### src/rtl/mdrq_pkg.sv
// Shared types and constants of the motion duty ratio qualifier.
package mdrq_pkg;

  localparam int MS_PER_S   = 1000;
  localparam int PERCENT    = 100;
  localparam int CFG_DATA_W = 12;
  localparam int CFG_IDX_W  = 2;
  localparam int THR_W      = 7;
  localparam int LIM_W      = 23;
  localparam int LOAD_W     = 22;

  typedef enum logic [CFG_IDX_W-1:0] {
    REG_ACTIVATION = 2'd0,
    REG_RATIO      = 2'd1,
    REG_TIMEOUT    = 2'd2
  } mdrq_reg_e;

  typedef struct packed {
    logic tick;
    logic check;
    logic window_open;
  } mdrq_side_t;

endpackage

### src/rtl/mdrq_window.sv
// Observation window state and first pipeline stage of the qualifier.
module mdrq_window import mdrq_pkg::*; #(
  parameter int TW = 32
) (
  input  logic                clk_i,
  input  logic                rst_ni,
  input  logic                accept_i,
  input  logic                load_i,
  input  logic                action_i,
  input  logic                level_i,
  input  logic [TW-1:0]       time_i,
  input  logic [LIM_W-1:0]    act_lim_i,
  output mdrq_side_t          side_o,
  output logic [TW-1:0]       act_o,
  output logic [TW-1:0]       el_o
);

  localparam int CMP_W = (TW > LIM_W) ? TW : LIM_W;

  logic          flag_q, flag_d;
  logic [TW-1:0] start_q, start_d;
  logic [TW-1:0] last_q, last_d;
  logic [TW-1:0] tot_q, tot_d;
  logic [TW-1:0] el, tot_sum, act_val;
  logic          hit;
  mdrq_side_t    side_q;
  logic [TW-1:0] act_q, el_q;

  always_comb begin
    el      = time_i - start_q;
    tot_sum = tot_q + (time_i - last_q);
    hit     = flag_q && (CMP_W'(el) >= CMP_W'(act_lim_i));
    act_val = level_i ? tot_q : tot_sum;
    flag_d  = flag_q;
    start_d = start_q;
    last_d  = last_q;
    tot_d   = tot_q;
    if (!action_i) begin
      if (flag_q) begin
        if (!level_i) begin
          tot_d = tot_sum;
        end
        if (hit) begin
          flag_d  = 1'b0;
          start_d = '0;
          last_d  = '0;
          tot_d   = '0;
        end
      end
      if (level_i) begin
        if (!flag_d) begin
          flag_d  = 1'b1;
          start_d = time_i;
        end
        last_d = time_i;
      end
    end
  end

  always_ff @(posedge clk_i or negedge rst_ni) begin
    if (!rst_ni) begin
      flag_q  <= 1'b0;
      start_q <= '0;
      last_q  <= '0;
      tot_q   <= '0;
    end else if (accept_i) begin
      flag_q  <= flag_d;
      start_q <= start_d;
      last_q  <= last_d;
      tot_q   <= tot_d;
    end
  end

  always_ff @(posedge clk_i) begin
    if (load_i) begin
      side_q.tick        <= action_i;
      side_q.check       <= !action_i && hit;
      side_q.window_open <= flag_d;
      act_q              <= act_val;
      el_q               <= el;
    end
  end

  assign side_o = side_q;
  assign act_o  = act_q;
  assign el_o   = el_q;

endmodule

### config.mk
export PLATFORM = sky130hd
export DESIGN_NAME = mdrq_window
export DESIGN_NICKNAME = d
export VERILOG_FILES = /design/src/rtl/mdrq_pkg.sv /design/src/rtl/mdrq_window.sv
export SDC_FILE = /design/constraint.sdc
export NUM_CORES = 1
export LEC_CHECK = 0
export BUFFER_PORTS_ARGS = -buffer_cell sky130_fd_sc_hd__buf_2
export CORE_MARGIN = 1.5
export CORE_UTILIZATION = 40
export DETAILED_ROUTE_END_ITERATION = 8
export GPL_TIMING_DRIVEN = 0
export SKIP_CTS_REPAIR_TIMING = 1
export SLEW_MARGIN = 20
export SYNTH_ARGS = -nofsm -noshare
export SYNTH_HDL_FRONTEND = slang
export SYNTH_SLANG_ARGS = --single-unit
### constraint.sdc
create_clock -name clk_i -period 5.72 [get_ports clk_i]
set_clock_uncertainty 0.1 [all_clocks]
set_input_delay 0.572 -clock clk_i [delete_from_list [all_inputs] [get_ports clk_i]]
set_output_delay 0.572 -clock clk_i [all_outputs]
set_load 0.1 [all_outputs]
==> results.txt <==
initial antenna violation count = 1
DIE HEIGHT = 167.8 µm
Leak = 6.166 nW
Worst Max-Slew Pin Slew = 0.7810 ns
Seq pwr share = 29.3%
register area = 4439 µm²
H-tree Lvls = 4
area leader, netlist = dfrtp_1
clk_lat worst skew = 0.44 ns
Via density = 5.290
WP data required = 5.99 ns
max cap viols = 0
Post-Syn Area = 10,860 µm²
commonest register cell after synthesis = dfrtp_1
NetSw = 2.323 mW
Yosys top cell area share = 22.35%
input/output buffers = 127
Reg clk slew, reported paths = 0.07 ns
Max-slew headroom = 47.93%
Placed Instance Area = 11,980 µm²
initial DRC count = 460
n_diodes = 0
CTS tree = yes
Tcrit/Tclk final = 97.84%
Logic pwr share = 47.2%
clock buffer depth = 2
clock power share = 23.5%
final wirelength = 28.74 mm
wire length per cell = 17.70 µm
clk sinks = 164
crit path max fanout = 10
Worst setup EP type = register
area delta synth->final = 18.50%
Yosys warnings = 0
gr usage total = 20.86%
Slew Limit Fails = 0
Std-Cell Rows = 60
DRT antenna net count = 0
CP Launch Type = register
CTS Root Cell = clkbuf_16
worst hold path type = input pin to register
Initial Utilization = 40.53%
count leader, synth = inv_1
internal power = 2.896 mW
share of layout cells above drive strength 1 = 17.07%
First-pass DRT Iterations = 5
count of final setup violators = 0
vias in the first global route = 8,427
# DRC = 0
Seq/Total Area, Yosys = 40.87%
status = finished, final reports clean
WS Path Type = register to register
CORE AREA = 26,800 µm²
Distinct cells, synth = 67
Yosys reg bits = 164
Gate Count Post-Synth = 1,108
largest cells by area after synthesis = dfrtp_1, edfxtp_1, ha_1, inv_1, fa_1
multi-input logic area = 5669 µm²
Synth async-reset ratio = 59.15%
number of fill cells = 2,575
Die X = 167.8 µm
placer congestion estimate = 0.8862
CTS buffer count = 17
Post-synth EDFFs = 67
Mapped Nets = 1,287
Avg Inst Size Synth = 9.804 µm²
maximum vdd drop = 0.0002134 V
Critical Path AT = 5.87 ns
design area = 12,870 µm²
# IOs = 128
HPWL after DPL = 21.52 mm
total number of vias = 8,591
Overflow after GRT = 0
fin crit period = 5.596 ns
final core area utilization = 48.03%
layout net count = 1,449
DIE AREA = 28,160 µm²
largest net degree at the start of global routing = 59
first-pass GRT wire length = 44.93 mm
top cells by instance count after synthesis = inv_1, dfrtp_1, ha_1
PwrDens = 405.4 nW/µm²
switching fraction of total power = 44.51%
FMAX = 178.7 MHz
final hold violation count = 0
area by class of cell:
class | count | share of cell area, %
clock buffers | 18 | 3.412
well taps | 341 | 3.315
repair buffers | 144 | 6.367
clock inverters | 14 | 1.351
multi-input cells | 719 | 44.04
inverters | 192 | 5.599
flip-flops and latches | 164 | 34.49
plain buffers | 32 | 1.429
worst paths after layout:
check	startpoint	endpoint	slack (ns)	depth (start not counted)
worst max-delay path	start_q[0]	start_q[13]	0.12	23
worst min-delay path	action_i	side_o[2]	0.29	1
worst max register to register	start_q[0]	start_q[13]	0.12	23
worst min register to register	start_q[3]	start_q[3]	0.40	1
max in group asynchronous	rst_ni	last_q[17]	4.38	3
min in group asynchronous	rst_ni	tot_q[1]	0.50	2
worst max-delay path, stage by stage, from the launching register on:
cell	delay, ns
dfrtp_1	0.35
ha_1	0.15
inv_1	0.05
fa_2	0.35
a21o_1	0.23
a221oi_4	0.29
o211ai_1	0.20
buf_4	0.18
nand4_1	0.18
a21boi_2	0.09
nor2_2	0.13
xnor2_1	0.15
ha_1	0.26
and3_1	0.19
a22o_1	0.19
o31a_1	0.24
a311oi_2	0.29
o21ai_1	0.14
or4_4	0.46
or4b_4	0.64
o21ai_4	0.21
buf_12	0.16
buf_8	0.14
a22o_1	0.13
logic make-up after synthesis:
family	Yosys count	share of synthesized area, %
DFF	164	40.87
buffers and inverters	225	7.936
and+or+nand+nor	218	9.733
AOI/OAI and AO/OA	327	21.06
adders and majority gates	118	15.80
xor gates and xnor gates	51	4.112
muxes	5	0.4953
metal layers:
layer | share of wire (%) | up-vias | global-route usage, %
met1 | 46 | 4140 | 27.58
met2 | 47 | 195 | 33.79
met5 | 0.035 | - | 0
met4 | 3.0 | 2 | 7.756
met3 | 4.7 | 44 | 4.372
li1 | - | 4210 | -
state kept, by name, indices dropped and copies added, names as in the netlist:
register / flops
el_o: 32
flag_q: 1
tot_q: 32
last_q: 32
side_o: 3
act_o: 32
start_q: 32
metrics by stage:
step | std cells | power [mW] | TNS, ns | setup slack (ns) | hold slack (ns)
floorplan | 1108 | 3.449 | 0 | 0.5502 | 0.1764
global placement | 1576 | 3.919 | -87.90 | -1.153 | 0.3819
detailed placement | 1578 | 3.940 | -91.09 | -1.193 | 0.3812
CTS | 1610 | 5.182 | -47.73 | -0.7645 | -0.05924
global route | 1624 | 5.518 | -3.791 | -0.08305 | 0.2787
finish | 1624 | 5.219 | 0 | 0.1237 | 0.2866
power by group through the flow:
stage	Combinational (mW)	Sequential, mW	Clock (mW)
after detailed placement	2.39	1.55	0
after global placement	2.37	1.55	0
after global routing	2.68	1.55	1.29
after CTS	2.41	1.53	1.25
final	2.46	1.53	1.23
after floorplan	1.12	2.33	0
cells in the final DEF, fill, tap and decap left out, types with 6 or more instances in the layout:
cell type  synthesis  routed
o211ai_1           9       9
o21ai_0           62      61
clkbuf_16          0      17
edfxtp_1          67      67
ha_1              86      85
nor2_1            41      39
inv_1            191     191
xor2_1            22      21
nor3_1            10      10
a31o_2             6       6
nand3_1           31      31
o22ai_1           10      10
fa_1              32      31
a22o_1            69      69
xnor2_1           29      28
dfrtp_1           97      97
nand2b_1          13      13
a21oi_1           63      63
and3_1             9       9
o21a_1            10      10
nand2_1           75      75
clkbuf_1          23      21
buf_4              3      14
o21bai_1           7       7
buf_2              5     126
and2_1             8       8
a21o_1            37      37
nand4_1            9       9
(Power assumes the default switching activity.)
