**src/rtl/mdrq_pkg.sv**
```systemverilog
// Shared types and constants of the motion duty ratio qualifier.
package mdrq_pkg;

  localparam int MS_PER_S   = 1000;
  localparam int PERCENT    = 100;
  localparam int CFG_DATA_W = 12;
  localparam int CFG_IDX_W  = 2;
  localparam int THR_W      = 7;
  localparam int LIM_W      = 23;
  localparam int LOAD_W     = 22;

  typedef enum logic [CFG_IDX_W-1:0] {
    REG_ACTIVATION = 2'd0,
    REG_RATIO      = 2'd1,
    REG_TIMEOUT    = 2'd2
  } mdrq_reg_e;

  typedef struct packed {
    logic tick;
    logic check;
    logic window_open;
  } mdrq_side_t;

endpackage

```
**src/rtl/mdrq_countdown.sv**
```systemverilog
// Ratio check, inactivity countdown and result register of the qualifier.
module mdrq_countdown import mdrq_pkg::*; #(
  parameter int QW = 23,
  parameter int CW = 22
) (
  input  logic             clk_i,
  input  logic             rst_ni,
  input  logic             take_i,
  input  mdrq_side_t       side_i,
  input  logic [QW-1:0]    act_s_i,
  input  logic [QW-1:0]    el_s_i,
  input  logic [THR_W-1:0] thr_i,
  input  logic [CW-1:0]    cd_load_i,
  output logic             confirmed_o,
  output logic             timeout_o,
  output logic             presence_o,
  output logic             window_open_o
);

  localparam int MW = QW + THR_W;

  logic [MW-1:0] lhs, rhs;
  logic          ok, to;
  logic          run_q, run_d;
  logic [CW-1:0] cnt_q, cnt_d;
  logic          conf_q, to_q, wopen_q;

  always_comb begin
    lhs   = MW'(act_s_i) * MW'(PERCENT);
    rhs   = MW'(thr_i) * MW'(el_s_i);
    ok    = side_i.check && (lhs >= rhs);
    to    = 1'b0;
    run_d = run_q;
    cnt_d = cnt_q;
    if (side_i.tick) begin
      if (run_q) begin
        if (cnt_q <= CW'(1)) begin
          cnt_d = '0;
          run_d = 1'b0;
          to    = 1'b1;
        end else begin
          cnt_d = cnt_q - CW'(1);
        end
      end
    end else if (ok) begin
      cnt_d = cd_load_i;
      run_d = 1'b1;
    end
  end

  always_ff @(posedge clk_i or negedge rst_ni) begin
    if (!rst_ni) begin
      run_q <= 1'b0;
      cnt_q <= '0;
    end else if (take_i) begin
      run_q <= run_d;
      cnt_q <= cnt_d;
    end
  end

  always_ff @(posedge clk_i) begin
    if (take_i) begin
      conf_q  <= ok;
      to_q    <= to;
      wopen_q <= side_i.window_open;
    end
  end

  assign confirmed_o   = conf_q;
  assign timeout_o     = to_q;
  assign presence_o    = run_q;
  assign window_open_o = wopen_q;

endmodule

```
**config.mk**
```make
export PLATFORM = sky130hd
export DESIGN_NAME = mdrq_countdown
export DESIGN_NICKNAME = d
export VERILOG_FILES = /design/src/rtl/mdrq_pkg.sv /design/src/rtl/mdrq_countdown.sv
export SDC_FILE = /design/constraint.sdc
export NUM_CORES = 1
export LEC_CHECK = 0
export ABC_AREA = 1
export ABC_CLOCK_PERIOD_IN_PS = 1600
export BUFFER_PORTS_ARGS = -buffer_cell sky130_fd_sc_hd__buf_2
export CAP_MARGIN = 10
export CORE_MARGIN = 4
export CORE_UTILIZATION = 55
export CTS_CLUSTER_SIZE = 28
export DETAILED_ROUTE_END_ITERATION = 10
export MAX_ROUTING_LAYER = met4
export PLACE_DENSITY = 0.77
export SYNTH_ARGS = -nofsm -noshare
export SYNTH_HDL_FRONTEND = slang
export SYNTH_SLANG_ARGS = --single-unit
```
**constraint.sdc**
```tcl
create_clock -name clk_i -period 1.6 [get_ports clk_i]
set_input_delay 0 -clock clk_i [delete_from_list [all_inputs] [get_ports clk_i]]
set_output_delay 0 -clock clk_i [all_outputs]
set_load 0.02 [all_outputs]
```
==> flow_summary.ini, run 1 <==
[grt]
grt_busiest_layer = met2
grt.total_usage_pct = 30.4
grt_pass1_vias = 11400
grt_start_max_net_pins = 24
overflow = 0
antenna_found_initial = 0
use_met1_pct = 34.0
gr-usage-met3_pct = 2.58
grt_util_met2_pct = 55.6
grt_pass1_wl_mm = 50.8

[setup_path]
cp-end-kind = register
cp_slowest_cell = fa_1
cp.arrival_ns = 5.67
cp-start-kind = primary input
worstSetupPathType = primary input to register
worstPathMaxFanout = 11
crit_required_ns = 1.76
cpMostUsedCell = nand2_1
critPathMaxStageDelay_ns = 0.57
worstRegToRegCells = 11

[final_layout]
drive_gt1_share_pct = 31.5
fin_cells = 2036
syn_to_final_growth_pct = 40.1
final_common_cell = nand2_1
fin_util_pct = 79.3
antenna_cells = 0
layout_common_cells = nand2_1 (352), inv_1 (319), buf_4 (244), ha_1 (127), fa_1 (114)
nets = 2162
fin_area_sq_um = 14400

[yosys]
ys.warnings.count = 0
syn_area_sq_um = 10300
synth_cell_types = 41
yosysSeqAreaShare_pct = 6.48
synth-edff-count = 3
avgSynthCellArea_sq_um = 6.94
synth_cells = 1479
synthArstFlopShare_pct = 88.5
ys_ff_latch = 26
yosys_most_used_dff = dfrtp_1
synth_nets = 1833

[place]
hpwl_mm = 22.5
globalplace.congestion = 0.943
placed_cell_area_sq_um = 12800
dp_slack_ns = -3.94
dp_cells = 1995
numPortBuffers = 84

[timing]
hold_viol = 0
worst_slack_ns = -3.91
period_share_pct = 344
finalWorstPathRequiredPeriod_ns = 5.51
clock-skew-final_ns = 0.00317
rsz0062_at_grt = yes
slew_headroom_pct = 61.3
max_freq_mhz = 182
finalMaxSlewViolations = 0
tightest_slew_ns = 0.581
finalSetupViolCount = 24

[clocking]
root_buffer = clkbuf_16
clkTransAtPathRegs_ns = 0.07
tritoncts = yes
cts_inserted_buffers = 3
clock_sinks = 26
h-tree-depth = 1
clk_latency_ns = 0.27
cts_buffer_depth = 2

[floorplanning]
die_w_um = 145
dieArea_sq_um = 20900
ioPinCount = 85
core_area_sq_um = 18100
start_util_pct = 56.6
floorplan.rows = 49
fp.dieH_um = 145

[detailed_routing]
vias = 11600
wl_mm = 37.0
wl_per_cell_um = 18.2
drt-initial-drc-count = 917
drc = 0
via_per_inst = 5.71
postRouteAntennaNets = 0
first_pass_iters = 8

[power]
leakage_uw = 0.00841
power.density_nw_per_um2 = 1950
ir_drop_v = 0.00128

[outcome]
violations = negative setup slack
outcome = complete, but fails checks

[hold_path]
holdPathStages = 5
min_path_type = primary input to register

[job]
cap_violations = 0
[synthesized netlist by cell type, types with 2 or more instances]
master | number | area [sq um]
o21ai_2 | 6 | 52.6
buf_2 | 2 | 10.0
nor4_1 | 2 | 12.5
xnor2_1 | 23 | 201
a31oi_1 | 4 | 25.0
dfrtp_1 | 23 | 576
xor2_1 | 38 | 333
a21o_1 | 12 | 90.1
nand2_1 | 415 | 1560
buf_6 | 5 | 56.3
nand3_1 | 58 | 290
nand3b_1 | 4 | 30.0
nor2_2 | 6 | 37.5
nor2_1 | 79 | 297
o21ai_0 | 38 | 190
nand2_4 | 2 | 22.5
o21bai_1 | 5 | 37.5
ha_1 | 151 | 1890
nand2_2 | 4 | 25.0
clkbuf_1 | 16 | 60.1
nor3_1 | 14 | 70.1
o21ai_1 | 7 | 35.0
o211ai_1 | 2 | 15.0
inv_1 | 343 | 1290
fa_1 | 122 | 2440
a21oi_1 | 69 | 345
nand4_1 | 13 | 81.3
edfxtp_1 | 3 | 90.1
[state kept, by name, summed over array words and instances (netlist names)]
signal / cells
window_open_o: 1
confirmed_o: 1
cnt_q: 22
presence_o: 1
timeout_o: 1
[cell type report]
class                      instances  area, sq um
tap                              229          287
clock buffer                       3         75.1
timing repair buffer             346         2770
inverter                         344         1300
clock inverter                     1         30.0
multi-input combinational       1087         9260
sequential                        26          666
fill                            1100         3760
[path summary, 6_finish.rpt]
path | slack [ns] | end | startpoint
max in group asynchronous | 0.97 | cnt_q[0]$_DFFE_PN0P_ | rst_ni
min in group asynchronous | 0.25 | cnt_q[17]$_DFFE_PN0P_ | rst_ni
worst max-delay path | -3.91 | cnt_q[21]$_DFFE_PN0P_ | thr_i[1]
worst min-delay path | 0.07 | cnt_q[17]$_DFFE_PN0P_ | cd_load_i[17]
worst max register to register | -0.29 | cnt_q[21]$_DFFE_PN0P_ | cnt_q[0]$_DFFE_PN0P_
worst min register to register | 0.56 | presence_o$_DFFE_PN0P_ | presence_o$_DFFE_PN0P_
[stage by stage]
| step | power [uW] | TNS, ns | hold slack [ns] |
|---|---|---|---|
| after global routing | 29700 | -95.28 | 0.0868 |
| after detailed placement | 20200 | -92.79 | 0.0157 |
| after floorplan | 13400 | -73.80 | -0.296 |
| after CTS | 23200 | -78.93 | 0.0570 |
| after global placement | 19600 | -90.61 | 0.00964 |
| final | 28100 | -92.65 | 0.0701 |
[power by group]
part | leakage, uW | total, uW | switching, uW | internal [uW]
logic | 0.00804 | 26100 | 14500 | 11500
clock network | 0.0000511 | 768 | 268 | 500
registers | 0.000321 | 1230 | 282 | 946
[metal layers]
metal | routed length (um) | up-vias
met5 | 0 | -
met4 | 3130 | 0
met1 | 12600 | 5302
li1 | - | 5196
met2 | 18000 | 799
met3 | 3250 | 331
[cell families after synthesis]
logic type | Yosys count | synth area share (%)
AOI/OAI and AO/OA | 149 | 8.23
xor gates and xnor gates | 61 | 5.20
adders and majority gates | 273 | 42.2
buffers and inverters | 368 | 13.8
DFF | 26 | 6.48
and+or+nand+nor | 602 | 24.0
[timing repair]
action | in CTS | in global routing
hold buffers | 2 | 0
endpoints found under the setup margin | 24 | 25
resized for setup | 132 | 131
pin swaps | 101 | 98
cloned | 7 | 1
hold endpoints to repair | 24 | 0
setup buffers | 14 | 14
[worst max-delay path: cells and delay by family]
| kind | cells | cell delay [ns] |
|---|---|---|
| adders and majority gates | 6 | 2.71 |
| buffers and inverters | 6 | 0.69 |
| xor gates and xnor gates | 1 | 0.08 |
| and+or+nand+nor | 17 | 2.19 |
(Power assumes the default switching activity.)
==> run 2: changes to the inputs <==
- PLACE_DENSITY: 0.77 -> 0.79
==> run 2 against run 1 <==
The run still ends with negative setup slack left. Clock skew down 0.0011 ns. First-iteration DRC count rose by 0.33%. Highest routed layer unchanged. Via count is 0.39% lower. Non-clock buffer count is 6 lower. Register-to-register slack got worse by 0.05 ns. Power fell by 5.9%. Worst hold slack gained 0.0027 ns. Largest power group unchanged. Cell area is 1.4% lower.
==> flow_summary.ini, run 2 (same netlist as run 1, synthesis figures left out) <==
[final_layout]
nets = 2157
syn_to_final_growth_pct = 38.2
fin_area_sq_um = 14200
largest_reg_flops = 22
final_common_cell = nand2_1
top_register = cnt_q
layout_common_cells = nand2_1 (360), inv_1 (325), buf_4 (243), ha_1 (132), fa_1 (118)
fin_util_pct = 78.2
fin_cells = 2033
drive_gt1_share_pct = 29.8

[clocking]
cts_buffer_depth = 2
root_buffer = clkbuf_16
clkTransAtPathRegs_ns = 0.07
clock_sinks = 26
cts_inserted_buffers = 3
tritoncts = yes
h-tree-depth = 1
clk_latency_ns = 0.26

[timing]
slew_headroom_pct = 55.0
worst_slack_ns = -3.96
clock-skew-final_ns = 0.00211
tightest_slew_ns = 0.674
period_share_pct = 347
finalSetupViolCount = 25
hold_viol = 0
rsz0062_at_grt = yes
finalMaxSlewViolations = 0
max_freq_mhz = 180
tns_ns = -93.29
finalWorstPathRequiredPeriod_ns = 5.56

[setup_path]
cpMostUsedCell = nand2_1
cp-end-kind = register
crit_required_ns = 1.75
worstPathMaxFanout = 18
critPathMaxStageDelay_ns = 0.61
worstSetupPathType = primary input to register
cp_slowest_cell = fa_1
cp-start-kind = primary input
cp.arrival_ns = 5.71

[hold_path]
min_path_type = primary input to register

[power]
leakage_uw = 0.00835
power.density_nw_per_um2 = 1860
ir_drop_v = 0.00104

[detailed_routing]
drt-initial-drc-count = 920
drc = 0
vias = 11600
wl_mm = 36.2
first_pass_iters = 5
wl_per_cell_um = 17.8
postRouteAntennaNets = 0
via_per_inst = 5.70

[job]
cap_violations = 0

[grt]
overflow = 0
antenna_found_initial = 2
grt.total_usage_pct = 31.4
grt_pass1_vias = 11800
grt_start_max_net_pins = 24
grt_pass1_wl_mm = 52.3

[place]
hpwl_mm = 23.1
numPortBuffers = 84
globalplace.congestion = 0.956
placed_cell_area_sq_um = 12800
dp_cells = 1993

[floorplanning]
floorplan.rows = 49
dieArea_sq_um = 20900
start_util_pct = 56.6
core_area_sq_um = 18100
ioPinCount = 85
fp.dieH_um = 145
die_w_um = 145

[outcome]
outcome = complete, but fails checks
violations = negative setup slack
## run 2: metal layers
metal  routed length, um  track usage [%]
met5                   0                -
met2               17600             56.0
met4                2870             16.7
met1               12400             34.3
met3                3360             3.44
## run 2: timing repair
action | 4_1_cts | 5_1_grt
hold buffers | 2 | 0
pin swaps | 77 | 80
cloned | 8 | 1
setup buffers | 20 | 5
hold endpoints to repair | 24 | 0
gates resized for setup | 135 | 99
setup endpoints to repair | 25 | 25
## run 2: power breakdown
group | internal [uW] | switching, uW
Clock | 342 | 246
Sequential | 946 | 326
Combinational | 11100 | 13400
Total | 12400 | 14000
## run 2: worst max-delay path, delay by kind of cell
family	cells	cell delay [ns]
and+or+nand+nor	17	1.81
buffers and inverters	5	0.59
adders and majority gates	6	2.81
xor gates and xnor gates	1	0.16
AOI/OAI and AO/OA	1	0.31
## run 2: per-stage QoR
stage	total power [uW]	worst slack, ns	hold WS, ns
CTS	23400	-3.33	0.0718
global route	28400	-4.04	0.0988
floorplan	13400	-3.10	-0.296
detailed placement	20100	-3.92	0.0168
finish	26400	-3.96	0.0727
global placement	19500	-3.75	0.00911
## run 2: worst paths after layout
check | startpoint | endpoint | slack (ns) | cells past startpoint
max in group asynchronous | rst_ni | cnt_q[3]$_DFFE_PN0P_ | 0.95 | 2
worst max register to register | cnt_q[12]$_DFFE_PN0P_ | cnt_q[21]$_DFFE_PN0P_ | -0.34 | 9
worst max-delay path | thr_i[1] | cnt_q[8]$_DFFE_PN0P_ | -3.96 | 30
worst min register to register | cnt_q[21]$_DFFE_PN0P_ | cnt_q[21]$_DFFE_PN0P_ | 0.56 | 2
worst min-delay path | cd_load_i[9] | cnt_q[9]$_DFFE_PN0P_ | 0.07 | 5
min in group asynchronous | rst_ni | cnt_q[13]$_DFFE_PN0P_ | 0.27 | 2
## run 2: final cells by class
type	instances	area (sq um)
inverters	344	1290
diodes	2	5.00
fillers	1174	3970
repair buffers	340	2690
flip-flops and latches	26	666
clock buffers	4	78.8
well taps	229	287
multi-input cells	1088	9170
==> run 3: changes to the inputs <==
- SETUP_SLACK_MARGIN: default -> 0.4
==> run 3 against run 2 <==
The flow finishes with violations (design-rule violations, negative setup slack). Worst setup slack improved by 0.29 ns. Sequential power is essentially flat. First-iteration DRC count is 16% lower. Via count decreased by 3.8%. Cell area is 0.95% lower. Flip-flop and latch count unchanged. Worst hold slack about the same. Largest cell class unchanged.
==> flow_summary.ini, run 3 (same netlist as run 1, synthesis figures left out) <==
[floorplanning]
floorplan.rows = 49
dieArea_sq_um = 20900
core_area_sq_um = 18100
ioPinCount = 85
start_util_pct = 56.6
die_w_um = 145
fp.dieH_um = 145

[hold_path]
min_path_type = primary input to register

[power]
ir_drop_v = 0.00111
power.switching_uw = 13500
p_int_uw = 12200
pwr-share-clk_pct = 2.2
power_frac_comb_pct = 92.7
p_sw_share_pct = 52.5
power.density_nw_per_um2 = 1830
leakage_uw = 0.00829
seq_power_share_pct = 5.0

[grt]
overflow = 0
grt_pass1_vias = 11000
grt.total_usage_pct = 28.8
grt_util_met2_pct = 51.6
gr-usage-met3_pct = 1.85
antenna_found_initial = 0
grt_start_max_net_pins = 24
use_met1_pct = 33.7
grt_busiest_layer = met2
grt_pass1_wl_mm = 48.6

[final_layout]
final_common_cell = nand2_1
syn_to_final_growth_pct = 36.8
fin_area_sq_um = 14000
drive_gt1_share_pct = 29.5
antenna_cells = 0
fin_cells = 2033
num-fill-cells = 1181
nets = 2159
layout_common_cells = nand2_1 (362), inv_1 (325), buf_4 (241), ha_1 (128), fa_1 (117)
top_register = cnt_q
largest_reg_flops = 22

[timing]
clock-skew-final_ns = 0.00601
finalWorstPathRequiredPeriod_ns = 5.27
worst_slack_ns = -3.67
tns_ns = -87.08
finalSetupViolCount = 24
max_freq_mhz = 190
tightest_slew_ns = 0.717
period_share_pct = 330
slew_headroom_pct = 52.2
finalMaxSlewViolations = 0
hold_viol = 0
hold_slack_ns = 0.0726
rsz0062_at_grt = yes

[detailed_routing]
drc = 1
postRouteAntennaNets = 0
via_per_inst = 5.48
wl_per_cell_um = 16.0
first_pass_iters = 9
drt-initial-drc-count = 772
wl_mm = 32.6
vias = 11100

[clocking]
h-tree-depth = 1
clk_latency_ns = 0.27
clkTransAtPathRegs_ns = 0.07
cts_buffer_depth = 2
tritoncts = yes
cts_inserted_buffers = 3
clock_sinks = 26
root_buffer = clkbuf_16

[place]
globalplace.congestion = 0.980
numPortBuffers = 84
dp_cells = 2001
placed_cell_area_sq_um = 12900
hpwl_mm = 23.1

[job]
cap_violations = 0

[setup_path]
cp.arrival_ns = 5.42
crit_required_ns = 1.75
worstSetupPathType = primary input to register
cp-end-kind = register
critPathMaxStageDelay_ns = 0.52
cp_slowest_cell = fa_1
cpMostUsedCell = nand2_1
cp-start-kind = primary input
worstPathMaxFanout = 6

[outcome]
violations = design-rule violations, negative setup slack
outcome = complete, but fails checks
-- run 3: cell types whose count changed in the layout (fill, tap and decap cells not counted), sizes merged --
cell	previous run	this run
clkbuf	9	8
bufbuf	1	0
buf	332	336
diode	2	0
-- run 3: metal layers --
metal	wire, um	vias up
met4	2070	0
met3	2240	217
met1	12000	5166
li1	-	5172
met2	16300	592
met5	0	-
-- run 3: worst max-delay path: cells and delay by family --
| family | cells | cell delay [ns] |
|---|---|---|
| AOI/OAI and AO/OA | 3 | 0.44 |
| adders and majority gates | 6 | 2.60 |
| buffers and inverters | 12 | 1.19 |
| xor gates and xnor gates | 1 | 0.15 |
| and+or+nand+nor | 11 | 1.04 |
-- run 3: through the flow --
step / power, uW / utilization (%) / setup slack, ns
after floorplan: 13500 / - / -3.10
after global placement: 19600 / 71.0 / -3.81
after detailed placement: 20300 / 71.0 / -3.94
after CTS: 22400 / 74.3 / -3.43
after global routing: 27900 / 77.4 / -3.80
final: 25700 / 77.4 / -3.67
-- run 3: worst paths after layout --
path                       depth (start not counted)  slack [ns]                  start                     to
max reg2reg                                        9       -0.10   cnt_q[5]$_DFFE_PN0P_  cnt_q[11]$_DFFE_PN0P_
max in group asynchronous                          2        0.93                 rst_ni   cnt_q[0]$_DFFE_PN0P_
min                                                5        0.07          cd_load_i[19]  cnt_q[19]$_DFFE_PN0P_
max                                               33       -3.67               thr_i[3]   cnt_q[6]$_DFFE_PN0P_
min reg2reg                                        2        0.55  cnt_q[21]$_DFFE_PN0P_  cnt_q[21]$_DFFE_PN0P_
min in group asynchronous                          2        0.26                 rst_ni  cnt_q[13]$_DFFE_PN0P_
-- run 3: layout make-up --
class	instances	area, sq um	share of cell area [%]
Multi-Input combinational cell	1088	9100	64.8
Timing Repair Buffer	342	2610	18.6
Inverter	344	1300	9.23
Sequential cell	26	667	4.75
Tap cell	229	287	2.04
Clock buffer	4	78.8	0.561
-- run 3: repair_timing --
action                     CTS  global route
gates resized for setup     75           133
setup buffers               13             8
hold endpoints to repair    24             0
pin swaps                   48            96
setup endpoints to repair   25            25
cloned                       4             1
hold buffers                 2             0
-- run 3: power groups by stage --
stage | Clock, uW | Combinational, uW | Sequential [uW]
detailed placement | 0 | 19000 | 1240
CTS | 576 | 20600 | 1250
global route | 602 | 26000 | 1310
floorplan | 0 | 12200 | 1250
global placement | 0 | 18400 | 1240
finish | 576 | 23800 | 1290
