### config.mk
export PLATFORM = sky130hd
export DESIGN_NAME = mdrq_div1000
export DESIGN_NICKNAME = d
export VERILOG_FILES = /design/src/rtl/mdrq_pkg.sv /design/src/rtl/mdrq_div1000.sv
export SDC_FILE = /design/constraint.sdc
export NUM_CORES = 1
export LEC_CHECK = 0
export BUFFER_PORTS_ARGS = -buffer_cell sky130_fd_sc_hd__clkbuf_2
export CAP_MARGIN = 0
export CORE_ASPECT_RATIO = 2
export CORE_MARGIN = 5
export CORE_UTILIZATION = 65
export CTS_CLUSTER_SIZE = 40
export DETAILED_ROUTE_END_ITERATION = 8
export PLACE_DENSITY = 0.89
export SLEW_MARGIN = 10
export SYNTH_ARGS = -nofsm -noshare
export SYNTH_HDL_FRONTEND = slang
export SYNTH_SLANG_ARGS = --single-unit
### constraint.sdc
create_clock -name clk_i -period 7.9 [get_ports clk_i]
set_clock_uncertainty 0.05 [all_clocks]
set_input_delay 0.79 -clock clk_i [delete_from_list [all_inputs] [get_ports clk_i]]
set_output_delay 0.79 -clock clk_i [all_outputs]
set_load 0.05 [all_outputs]
### src/rtl/mdrq_pkg.sv
// Shared types and constants of the motion duty ratio qualifier.
package mdrq_pkg;

  localparam int MS_PER_S   = 1000;
  localparam int PERCENT    = 100;
  localparam int CFG_DATA_W = 12;
  localparam int CFG_IDX_W  = 2;
  localparam int THR_W      = 7;
  localparam int LIM_W      = 23;
  localparam int LOAD_W     = 22;

  typedef enum logic [CFG_IDX_W-1:0] {
    REG_ACTIVATION = 2'd0,
    REG_RATIO      = 2'd1,
    REG_TIMEOUT    = 2'd2
  } mdrq_reg_e;

  typedef struct packed {
    logic tick;
    logic check;
    logic window_open;
  } mdrq_side_t;

endpackage

### src/rtl/mdrq_div1000.sv
// Registered division of a millisecond count by one thousand.
module mdrq_div1000 import mdrq_pkg::*; #(
  parameter int TW = 32
) (
  input  logic          clk_i,
  input  logic          load_i,
  input  logic [TW-1:0] x_i,
  output logic [TW-10:0] q_o
);

  localparam int YW = TW - 3;
  localparam int QW = TW - 9;
  localparam int SH = YW + 7;
  localparam int PW = 2 * YW + 1;
  localparam logic [SH:0] POW = {1'b1, {SH{1'b0}}};
  localparam logic [SH:0] RECIP_FULL = (POW + (SH+1)'(124)) / (SH+1)'(125);
  localparam logic [YW:0] RECIP = RECIP_FULL[YW:0];

  logic [YW-1:0] y;
  logic [PW-1:0] prod_q;

  // The low three bits divide out exactly, what is left is a division by 125.
  assign y = x_i[TW-1:3];

  always_ff @(posedge clk_i) begin
    if (load_i) begin
      prod_q <= PW'(y) * PW'(RECIP);
    end
  end

  assign q_o = prod_q[SH +: QW];

endmodule

==> results of run 1 <==
## worst max-delay path, cell delays in order
cell      delay [ns]
clkbuf_2        0.23
ha_1            0.28
fa_1            0.45
fa_1            0.49
inv_1           0.11
fa_1            0.59
inv_1           0.09
fa_1            0.51
inv_1           0.06
fa_1            0.53
inv_1           0.06
fa_1            0.48
inv_1           0.05
fa_1            0.56
inv_1           0.07
ha_1            0.35
nand3_1         0.13
o22ai_1         0.09
o211ai_1        0.28
a21oi_1         0.22
or3_1           0.45
or4_4           0.55
a31oi_2         0.20
xnor2_1         0.09
## metrics by stage
step,utilization [%],TNS [ns],setup slack [ns],hold slack (ns)
floorplan,-,0,0.7776,0.8525
global placement,70.77,0,0.02576,1.307
detailed placement,70.77,-0.2919,-0.07315,1.305
CTS,71.14,0,0.1893,1.134
global route,71.23,-0.0004947,-0.0004947,1.153
finish,71.23,0,0.1606,1.126
## repair_timing
action	in CTS	in global routing
hold buffers	0	0
gates resized for setup	0	3
endpoints found under the setup margin	0	8
## cell type report
| class | count | area [sq um] | share of cell area (%) |
|---|---|---|---|
| clock buffer | 4 | 78.83 | 0.5150 |
| inverter | 504 | 1892 | 12.36 |
| multi-input combinational | 913 | 11560 | 75.51 |
| sequential | 23 | 690.7 | 4.512 |
| tap | 273 | 341.6 | 2.231 |
| timing repair buffer | 117 | 745.7 | 4.872 |
## metal layers
layer	vias to the layer above	routed length [um]	part of all wire [%]	global-route usage (%)
li1	4731	-	-	-
met3	269	2093	5.1	5.403
met1	5249	11710	28	29.96
met5	-	0	0	0
met2	514	22740	55	65.65
met4	0	4904	12	30.80
## synth_stat cells, types with 2 or more instances
master    number  area, sq um
or2_2          2        12.51
a31oi_1        5        31.28
nand2_1       29        108.9
fa_1         265         5305
nor4_1         2        12.51
clkbuf_1       3        11.26
o21ai_0       22        110.1
a21o_1        12        90.09
nor2b_1        6        37.54
a211oi_1       7        52.55
a221oi_1       2        17.52
a311oi_1       4        35.03
xor2_1         6        52.55
o22ai_1        4        25.02
nand2b_1       4        25.02
o21bai_1       7        52.55
inv_1        504         1892
o31ai_1        2        15.01
edfxtp_1      23        690.7
nor3_1         4        20.02
a21oi_1       62        310.3
and2_1         6        37.54
xnor2_1       11        96.34
nand4_1       13        81.33
o21a_1         4        30.03
nand3_1       19        95.09
nor2_1        17        63.81
and3_1        11        68.82
o211ai_1       4        30.03
a211o_1        2        17.52
ha_1         364         4554
## worst paths after layout
path / startpoint / end / slack, ns
min: load_i / prod_q[54] / 1.13
max: x_i[21] / prod_q[56] / 0.16
## logic make-up after synthesis
kind of cell             count (synthesis)
adder cells (fa/ha/maj)                629
buffers and inverters                  509
AO/OA/AOI/OAI                          147
AND/OR/NAND/NOR                        120
flip-flops                              23
XOR/XNOR                                17
==> results by group, run 1 <==
Global routing
  • Total GRT Usage: a little over a third
  • First-pass GRT wire length: 64010 um
  • Initial antenna violation count: 0
  • Pin count of the biggest net entering global routing: 24
  • Vias in the first global route: roughly 12000
  • GRT overflow: 0

Clocking
  • Clk Tree Root Cell: clkbuf_16
  • Setup Fix Bufs, Post-CTS: 0
  • CTS tree: yes
  • Clock transition at path regs: roughly 0.060 ns
  • H-tree Lvls: 1
  • Clock Path Buffers: 2
  • Total CTS buffers: 3
  • CTS Sinks: 23

Floorplanning
  • Starting density of the core: 65.84%
  • Die Span X: 114.3 um
  • IO Pins: 57
  • Row cnt: between 70 and 80
  • Height of the chip: approximately 220 um
  • Core area: around 0.021 sq mm
  • Die area: 0.02500 sq mm

Hold path
  • Hold Crit Class: input port to register
  • Hold Crit Depth: 1

Logic synthesis
  • Avg Inst Size Synth: between 9 and 10 sq um
  • Net count after synthesis: 2108
  • Synth Instances: 1445
  • Post-Synth XOR/XNOR Area: ~1.1%
  • Number of flops mapped to enable cells by yosys: 23
  • Post-synthesis compound-gate area fraction: 6.411%
  • Synth Cell Area: 0.01415 sq mm
  • Mux contribution to synthesized area: 0%
  • Post-synth top flop: edfxtp_1
  • Register area share after synthesis: 4.881%
  • Main combinational cell family by area after synthesis: adder cells
  • Async S/R FF share, synth: 0%
  • Post-Synth Simple-Gate Area: around 4.4%
  • Synth Area in Adders: 69.68%
  • Synth unique cells: 50
  • Flops & latches, synth: 23
  • Synth Warn #: 0

Finish
  • Nets@finish: 2225
  • Post-Layout Cell Count: approximately 1800
  • Fillers: 1551
  • Design area: 0.01531 sq mm
  • Biggest registers after layout: prod_q x23
  • Largest register FFs: 23
  • N_diodes: 0
  • Most flops, register: prod_q
  • Commonest cells after routing, fill and taps aside: inv_1, ha_1, fa_1
  • Synthesis-to-finish area growth: 8.179%
  • Commonest non-fill, non-tap cell in the layout: inv_1
  • Layout cells sized above 1: 8.200%

Timing
  • Final setup viols: 0
  • Tmin final: 7.739 ns
  • Slew @ Worst Pin: 0.7290 ns
  • Max-slew violation count: 0
  • Fmax: 129.2 MHz
  • Worst slew margin: 50.89%
  • Final period util: about 98%
  • Final Hold Violating Endpoints: 0

Setup path
  • Required time worst endpoint: 7.87 ns
  • CP arrival: 7.71 ns
  • Worst Setup End Kind: register
  • Setup CP Type: input port to register
  • Critical path startpoint category: input port
  • CP Max Fanout: 8

Placement
  • Routability congestion estimate: 0.9973
  • PortBufs: 53
  • Instance area at placement: 0.01521 sq mm
  • Cells after DPL: 1830
  • HPWL after DPL: 37140 um

Route
  • DR WL/cell: 22.60 um
  • DRT iter0 DRCs: 531
  • Antenna-violating nets left: 0
  • Drt first pass iters: 5
  • DRC violation count after routing: 0
  • Final wirelength: 41440 um
  • Post-DR vias/cell: between 5 and 6
  • Vias after detailed routing: 10760

Flow run
  • Max_cap viols: 0

Status
  • Status: finished, final reports clean
Power of run 1 is left out: the tool's default activity adds up to more than one toggle a clock period on the data nets, which glitch-free logic cannot reach.
==> run 2: changes to the inputs <==
==> constraint.sdc (replaced) <==
create_clock -name clk_i -period 7.5 [get_ports clk_i]
set_clock_uncertainty 0.05 [all_clocks]
set_input_delay 0.75 -clock clk_i [delete_from_list [all_inputs] [get_ports clk_i]]
set_output_delay 0.75 -clock clk_i [all_outputs]
set_load 0.05 [all_outputs]
==> run 2 against run 1 <==
  * The flow now finishes with violations (DRC)
  * Routed wire length increased by 4.0%
  * Core utilization grew 3.3 points
  * Global-route usage increased by 0.75 points
  * Clock-buffer cell count unchanged
  * Sequential share of layout area shrank 0.20 points
  * Critical path depth is the same
  * Design area is 4.6% higher
  * Critical path type unchanged
  * Critical endpoint unchanged
==> results by group, run 2 (synthesized netlist as in run 1, its figures left out) <==
Setup path
  • Required time worst endpoint: 7.47 ns (-0.40 ns)
  • Worst Setup End Kind: register
  • CP arrival: 7.42 ns (-0.29 ns)
  • Setup CP Type: input port to register
  • Critical path startpoint category: input port
  • CP Max Fanout: 4 (-4)

Floorplanning
  • Height of the chip: 218.7 um (unchanged)
  • Die area: 0.02500 sq mm (unchanged)
  • IO Pins: 57 (unchanged)
  • Row cnt: 76 (unchanged)
  • Die Span X: 114.3 um (unchanged)
  • Core area: 0.02149 sq mm (unchanged)
  • Starting density of the core: 65.84% (unchanged)

Global routing
  • Initial antenna violation count: 0 (unchanged)
  • GRT overflow: 0 (unchanged)
  • First-pass GRT wire length: 66060 um (+3.2%)
  • Total GRT Usage: 35.46% (+0.75 points)
  • Pin count of the biggest net entering global routing: 24 (unchanged)
  • Vias in the first global route: 13060 (+4.5%)

Route
  • Drt first pass iters: 8 (+3)
  • DR WL/cell: 22.60 um (about the same)
  • Post-DR vias/cell: 5.876 (+0.12%)
  • Vias after detailed routing: 11210 (+4.1%)
  • Final wirelength: 43110 um (+4.0%)
  • Antenna-violating nets left: 0 (unchanged)
  • DRC violation count after routing: 1 (+1)
  • DRT iter0 DRCs: 591 (+11%)

Timing
  • Hold WS: 1.094 ns (-0.03214 ns)
  • Max-slew violation count: 0 (unchanged)
  • Final period util: ~99%
  • Final Hold Violating Endpoints: 0 (unchanged)
  • Worst slew margin: 59.05% (+8.2 points)
  • Final setup viols: 0 (unchanged)
  • Tmin final: around 7.4 ns
  • Fmax: about 130 MHz
  • Fin Setup TNS: 0 ns (unchanged)
  • Setup ws final: 0.05325 ns (-0.1074 ns)
  • Slew @ Worst Pin: 0.6142 ns (-0.1148 ns)

Placement
  • HPWL after DPL: 37880 um (+2.0%)
  • Routability congestion estimate: 1.030 (+3.3%)
  • PortBufs: 53 (unchanged)
  • Worst slack, placed: -0.4297 ns (-0.3565 ns)

Finish
  • Biggest registers after layout: prod_q x23
  • Seq. cell area: 690.7 sq um (unchanged)
  • Commonest non-fill, non-tap cell in the layout: inv_1
  • Most flops, register: prod_q
  • Largest register FFs: 23 (unchanged)
  • Nets@finish: 2298 (+3.3%)
  • Synthesis-to-finish area growth: 13.13%
  • N_diodes: 0 (unchanged)
  • Area of the multi-input gates: 0.01171 sq mm (+1.3%)
  • Commonest cells after routing, fill and taps aside: inv_1, ha_1, fa_1
  • Fillers: 1469 (-5.3%)
  • Layout cells sized above 1: 13.34% (+5.1 points)

Clocking
  • Hold bufs inserted after CTS: 0 (unchanged)
  • CTS Sinks: 23 (unchanged)
  • Clk Tree Root Cell: clkbuf_16
  • Total CTS buffers: 3 (unchanged)
  • Clock Path Buffers: 2 (unchanged)
  • CTS tree: yes
  • H-tree Lvls: 1 (unchanged)
  • Clock transition at path regs: 0.06 ns (about the same)

Flow run
  • Max_cap viols: 0 (unchanged)

Status
  • Failing checks: DRC
  • Status: finished with violations

Hold path
  • WHS Endpoint: prod_q[53]
  • Hold_sp: load_i
  • Hold Crit Depth: 1 (unchanged)
  • Hold Crit Class: input port to register
[run 2: cell types whose count changed in the layout (fill, tap and decap cells not counted), sizes merged]
cell / change
buf: +77
clkbuf: -4
[run 2: cell type report]
class                           instances  area share [%]
Clock buffer                            4          0.4924
Inverter                              504           11.82
Multi-Input combinational cell        913           73.13
Sequential cell                        23           4.315
Tap cell                              273           2.134
Timing Repair Buffer                  190           8.113
[run 2: timing repair]
item / 4_1_cts / 5_1_grt
setup buffers: 0 / 3
cloned: 0 / 0
pin swaps: 0 / 7
setup endpoints to repair: 1 / 9
gates resized for setup: 2 / 31
[run 2: worst max path at each step]
stage                       start    endpoint  cells past startpoint
after detailed placement  x_i[10]  prod_q[50]                     24
final                      x_i[9]  prod_q[56]                     24
after floorplan            x_i[7]  prod_q[50]                     23
after global placement    x_i[10]  prod_q[50]                     24
after CTS                 x_i[10]  prod_q[56]                     24
after global routing       x_i[9]  prod_q[50]                     24
[run 2: worst max-delay path, cell delays in order]
cell and delay [ns]:
clkbuf_2 0.18, ha_1 0.34, fa_1 0.41, fa_1 0.50, inv_1 0.05, fa_1 0.48, inv_1 0.05, fa_1 0.49
inv_1 0.05, fa_1 0.54, inv_1 0.06, fa_1 0.47, inv_1 0.05, fa_1 0.47, inv_1 0.11, ha_1 0.34
and4_1 0.24, and3_1 0.19, a311oi_2 0.30, a2111oi_4 0.12, or3_4 0.40, or4_4 0.56, a31oi_4 0.18, xnor2_1 0.07
[run 2: stage by stage]
| step | cell area (sq um) | util, % | cells |
|---|---|---|---|
| after floorplan | 14150 | - | 1445 |
| final | 16010 | 74.49 | 1907 |
| after CTS | 15830 | 73.64 | 1904 |
| after detailed placement | 15740 | 73.22 | 1900 |
| after global placement | 15740 | 73.22 | 1900 |
| after global routing | 16010 | 74.49 | 1907 |
[run 2: routing by layer]
layer,routed length (um),track usage [%],up-vias
li1,-,-,4891
met1,12410,31.48,5501
met2,23080,66.12,524
met3,2155,4.849,289
met4,5462,32.50,0
met5,0,0,-
Power of run 2 is left out for the same reason.
==> run 3: changes to the inputs <==
--- a/config.mk
+++ b/config.mk
@@ -5,6 +5,7 @@
 export SDC_FILE = /design/constraint.sdc
 export NUM_CORES = 1
 export LEC_CHECK = 0
+export ABC_AREA = 1
 export BUFFER_PORTS_ARGS = -buffer_cell sky130_fd_sc_hd__clkbuf_2
 export CAP_MARGIN = 0
 export CORE_ASPECT_RATIO = 2
@@ -13,6 +14,7 @@
 export CTS_CLUSTER_SIZE = 40
 export DETAILED_ROUTE_END_ITERATION = 8
 export PLACE_DENSITY = 0.89
+export RECOVER_POWER = 25
 export SLEW_MARGIN = 10
 export SYNTH_ARGS = -nofsm -noshare
 export SYNTH_HDL_FRONTEND = slang
==> run 3 against run 2 <==
  * Synthesized area grew 14%
  * Flip-flop and latch count is the same
  * Critical path depth grew 1
  * Global-route usage shrank 0.17 points
  * Die area grew 13%
  * Core utilization shrank 5.1 points
  * Clock-buffer cell count shrank 1
  * Routed wire length grew 8.8%
  * Critical endpoint is now prod_q[47]
  * Synthesized cell count grew 43%
  * Maximum frequency grew 11%
  * Sequential share of layout area shrank 0.25 points
  * Via count grew 17%
  * The flow now finishes without violations
==> results by group, run 3 <==
Logic synthesis
  • Synth Instances: 2060 (+43%)
  • Top-area cell type share of the netlist area: 32.80% (-4.7 points)
  • Post-synth top flop: edfxtp_1
  • Flops & latches, synth: 23 (unchanged)
  • Synth Warn #: 0 (unchanged)
  • Top cells by count, synth: inv_1, nand2_1, ha_1, fa_1, nor2_1
  • Synth unique cells: 26 (-48%)
  • Area leader, netlist: fa_1
  • Register area share after synthesis: 4.270% (-0.61 points)
  • Synth top area cells: fa_1, ha_1, inv_1
  • Synth Cell Area: 0.01618 sq mm (+14%)
  • Most numerous cell in the Yosys netlist: inv_1
  • Async S/R FF share, synth: 0% (unchanged)
  • Net count after synthesis: 2723 (+29%)
  • Number of flops mapped to enable cells by yosys: 23 (unchanged)
  • Avg Inst Size Synth: 7.852 sq um (-20%)

Placement
  • PortBufs: 53 (unchanged)
  • Instance area at placement: 0.01693 sq mm (+7.6%)
  • Routability congestion estimate: 1.094 (+6.2%)
  • Worst slack, placed: 0.5659 ns (+0.9955 ns)
  • HPWL after DPL: 42900 um (+13%)

Finish
  • Fillers: 1953 (+33%)
  • Synthesis-to-finish area growth: 5.160%
  • N_diodes: 0 (unchanged)
  • Layout cells sized above 1: 4.890% (-8.5 points)
  • Most flops, register: prod_q
  • Commonest cells after routing, fill and taps aside: inv_1, nand2_1, ha_1
  • Largest register FFs: 23 (unchanged)
  • Design area: 0.01701 sq mm (+6.3%)
  • Nets@finish: 2791 (+21%)
  • Commonest non-fill, non-tap cell in the layout: inv_1
  • Biggest registers after layout: prod_q x23

Clocking
  • H-tree Lvls: 1 (unchanged)
  • CTS tree: yes
  • Total CTS buffers: 3 (unchanged)
  • Setup Fix Bufs, Post-CTS: 0 (unchanged)
  • Clk Tree Root Cell: clkbuf_16
  • Clock Path Buffers: 2 (unchanged)
  • CTS Sinks: 23 (unchanged)
  • Hold bufs inserted after CTS: 0 (unchanged)
  • Clock transition at path regs: 0.07 ns (about the same)
  • Resize count post-CTS: 0 (-2)

Floorplanning
  • Core area: 0.02453 sq mm (+14%)
  • Starting density of the core: 65.95% (+0.11 points)
  • Height of the chip: 233.1 um (+6.6%)
  • IO Pins: 57 (unchanged)
  • Die Span X: 121.5 um (+6.3%)
  • Die area: 0.02833 sq mm (+13%)
  • Row cnt: 81 (+6.6%)

Global routing
  • Initial antenna violation count: 0 (unchanged)
  • Pin count of the biggest net entering global routing: 24 (unchanged)
  • GRT overflow: 0 (unchanged)
  • Total GRT Usage: 35.30% (-0.17 points)
  • First-pass GRT wire length: 75260 um (+14%)
  • Vias in the first global route: 15060 (+15%)

Timing
  • Worst slew margin: 14.75% (-44 points)
  • Final Hold Violating Endpoints: 0 (unchanged)
  • Final period util: 89.24% (-10 points)
  • Fmax: 149.4 MHz (+11%)
  • Setup ws final: 0.8068 ns (+0.7535 ns)
  • Max-slew violation count: 0 (unchanged)
  • Slew @ Worst Pin: 1.279 ns (+0.6646 ns)
  • Fin Setup TNS: 0 ns (unchanged)
  • Hold WS: 1.277 ns (+0.1831 ns)
  • Final setup viols: 0 (unchanged)
  • RSZ-0062 raised after global routing: no
  • Tmin final: 6.693 ns (-0.7535 ns)

Route
  • Drt first pass iters: 5 (-3)
  • Vias after detailed routing: 13070 (+17%)
  • DRT iter0 DRCs: 582 (-1.5%)
  • Final wirelength: 46910 um (+8.8%)
  • Antenna-violating nets left: 0 (unchanged)
  • DRC violation count after routing: 0 (-1)
  • DR WL/cell: 19.08 um (-16%)
  • Post-DR vias/cell: 5.316 (-9.5%)

Setup path
  • Setup CP Type: input port to register
  • Required time worst endpoint: 7.48 ns (about the same)
  • Critical path startpoint category: input port
  • Worst Setup End Kind: register
  • CP arrival: 6.67 ns (-0.75 ns)
  • CP Max Fanout: 10 (+6)

Hold path
  • Hold Crit Class: input port to register

Status
  • Status: finished, final reports clean

Flow run
  • Max_cap viols: 0 (unchanged)
-- run 3: changes by cell type in the layout (fill, tap and decap cells not counted), sizes merged, moves of 17 or more --
cell   delta
nand3    +34
a21oi    -25
nor2     +78
nand2   +425
inv     +217
buf     -131
o21ai    -17
-- run 3: stage by stage --
step | instances | util [%]
final | 2459 | 69.36
after global routing | 2459 | 69.36
after CTS | 2459 | 69.36
after detailed placement | 2455 | 69.03
after global placement | 2455 | 69.03
after floorplan | 2060 | -
-- run 3: final cells by class --
class	count	area, sq um	area share, %
repair buffers	63	339.1	1.993
clock buffers	3	75.07	0.4413
well taps	332	415.4	2.442
clock inverters	1	5.005	0.02942
multi-input cells	1315	12770	75.10
flip-flops and latches	23	690.7	4.060
inverters	722	2710	15.93
-- run 3: cells by family after synthesis --
group                    share of synthesized area, %
flip-flops                                      4.270
AND/OR/NAND/NOR                                 16.37
adder cells (fa/ha/maj)                         60.95
buffers and inverters                           16.75
AO/OA/AOI/OAI                                   1.655
-- run 3: worst paths after layout --
path | end | start | cells after the start
setup / recovery | prod_q[47] | x_i[16] | 25
hold / removal | prod_q[57] | x_i[31] | 4
-- run 3: metal layers --
metal  GRT usage [%]  up-vias  part of all wire, %
li1                -     6176                    -
met1           31.24     6105                   30
met2           65.59      488                   53
met3           4.919      304                  4.9
met4           33.56        0                   13
met5               0        -                    0
-- run 3: critical path, stage by stage --
cell	delay [ns]
clkbuf_2	0.29
ha_1	0.43
fa_1	0.42
fa_1	0.50
inv_1	0.05
fa_1	0.49
inv_1	0.06
fa_1	0.49
fa_1	0.52
fa_1	0.50
inv_1	0.05
fa_1	0.56
inv_1	0.06
ha_1	0.31
nand2_1	0.09
nor2_1	0.24
inv_1	0.11
nor2_1	0.11
nand2_1	0.05
inv_1	0.04
nand2_1	0.05
nand2_1	0.13
nand3_1	0.17
nand3_1	0.11
nand2_1	0.05
Power of run 3 is left out for the same reason.
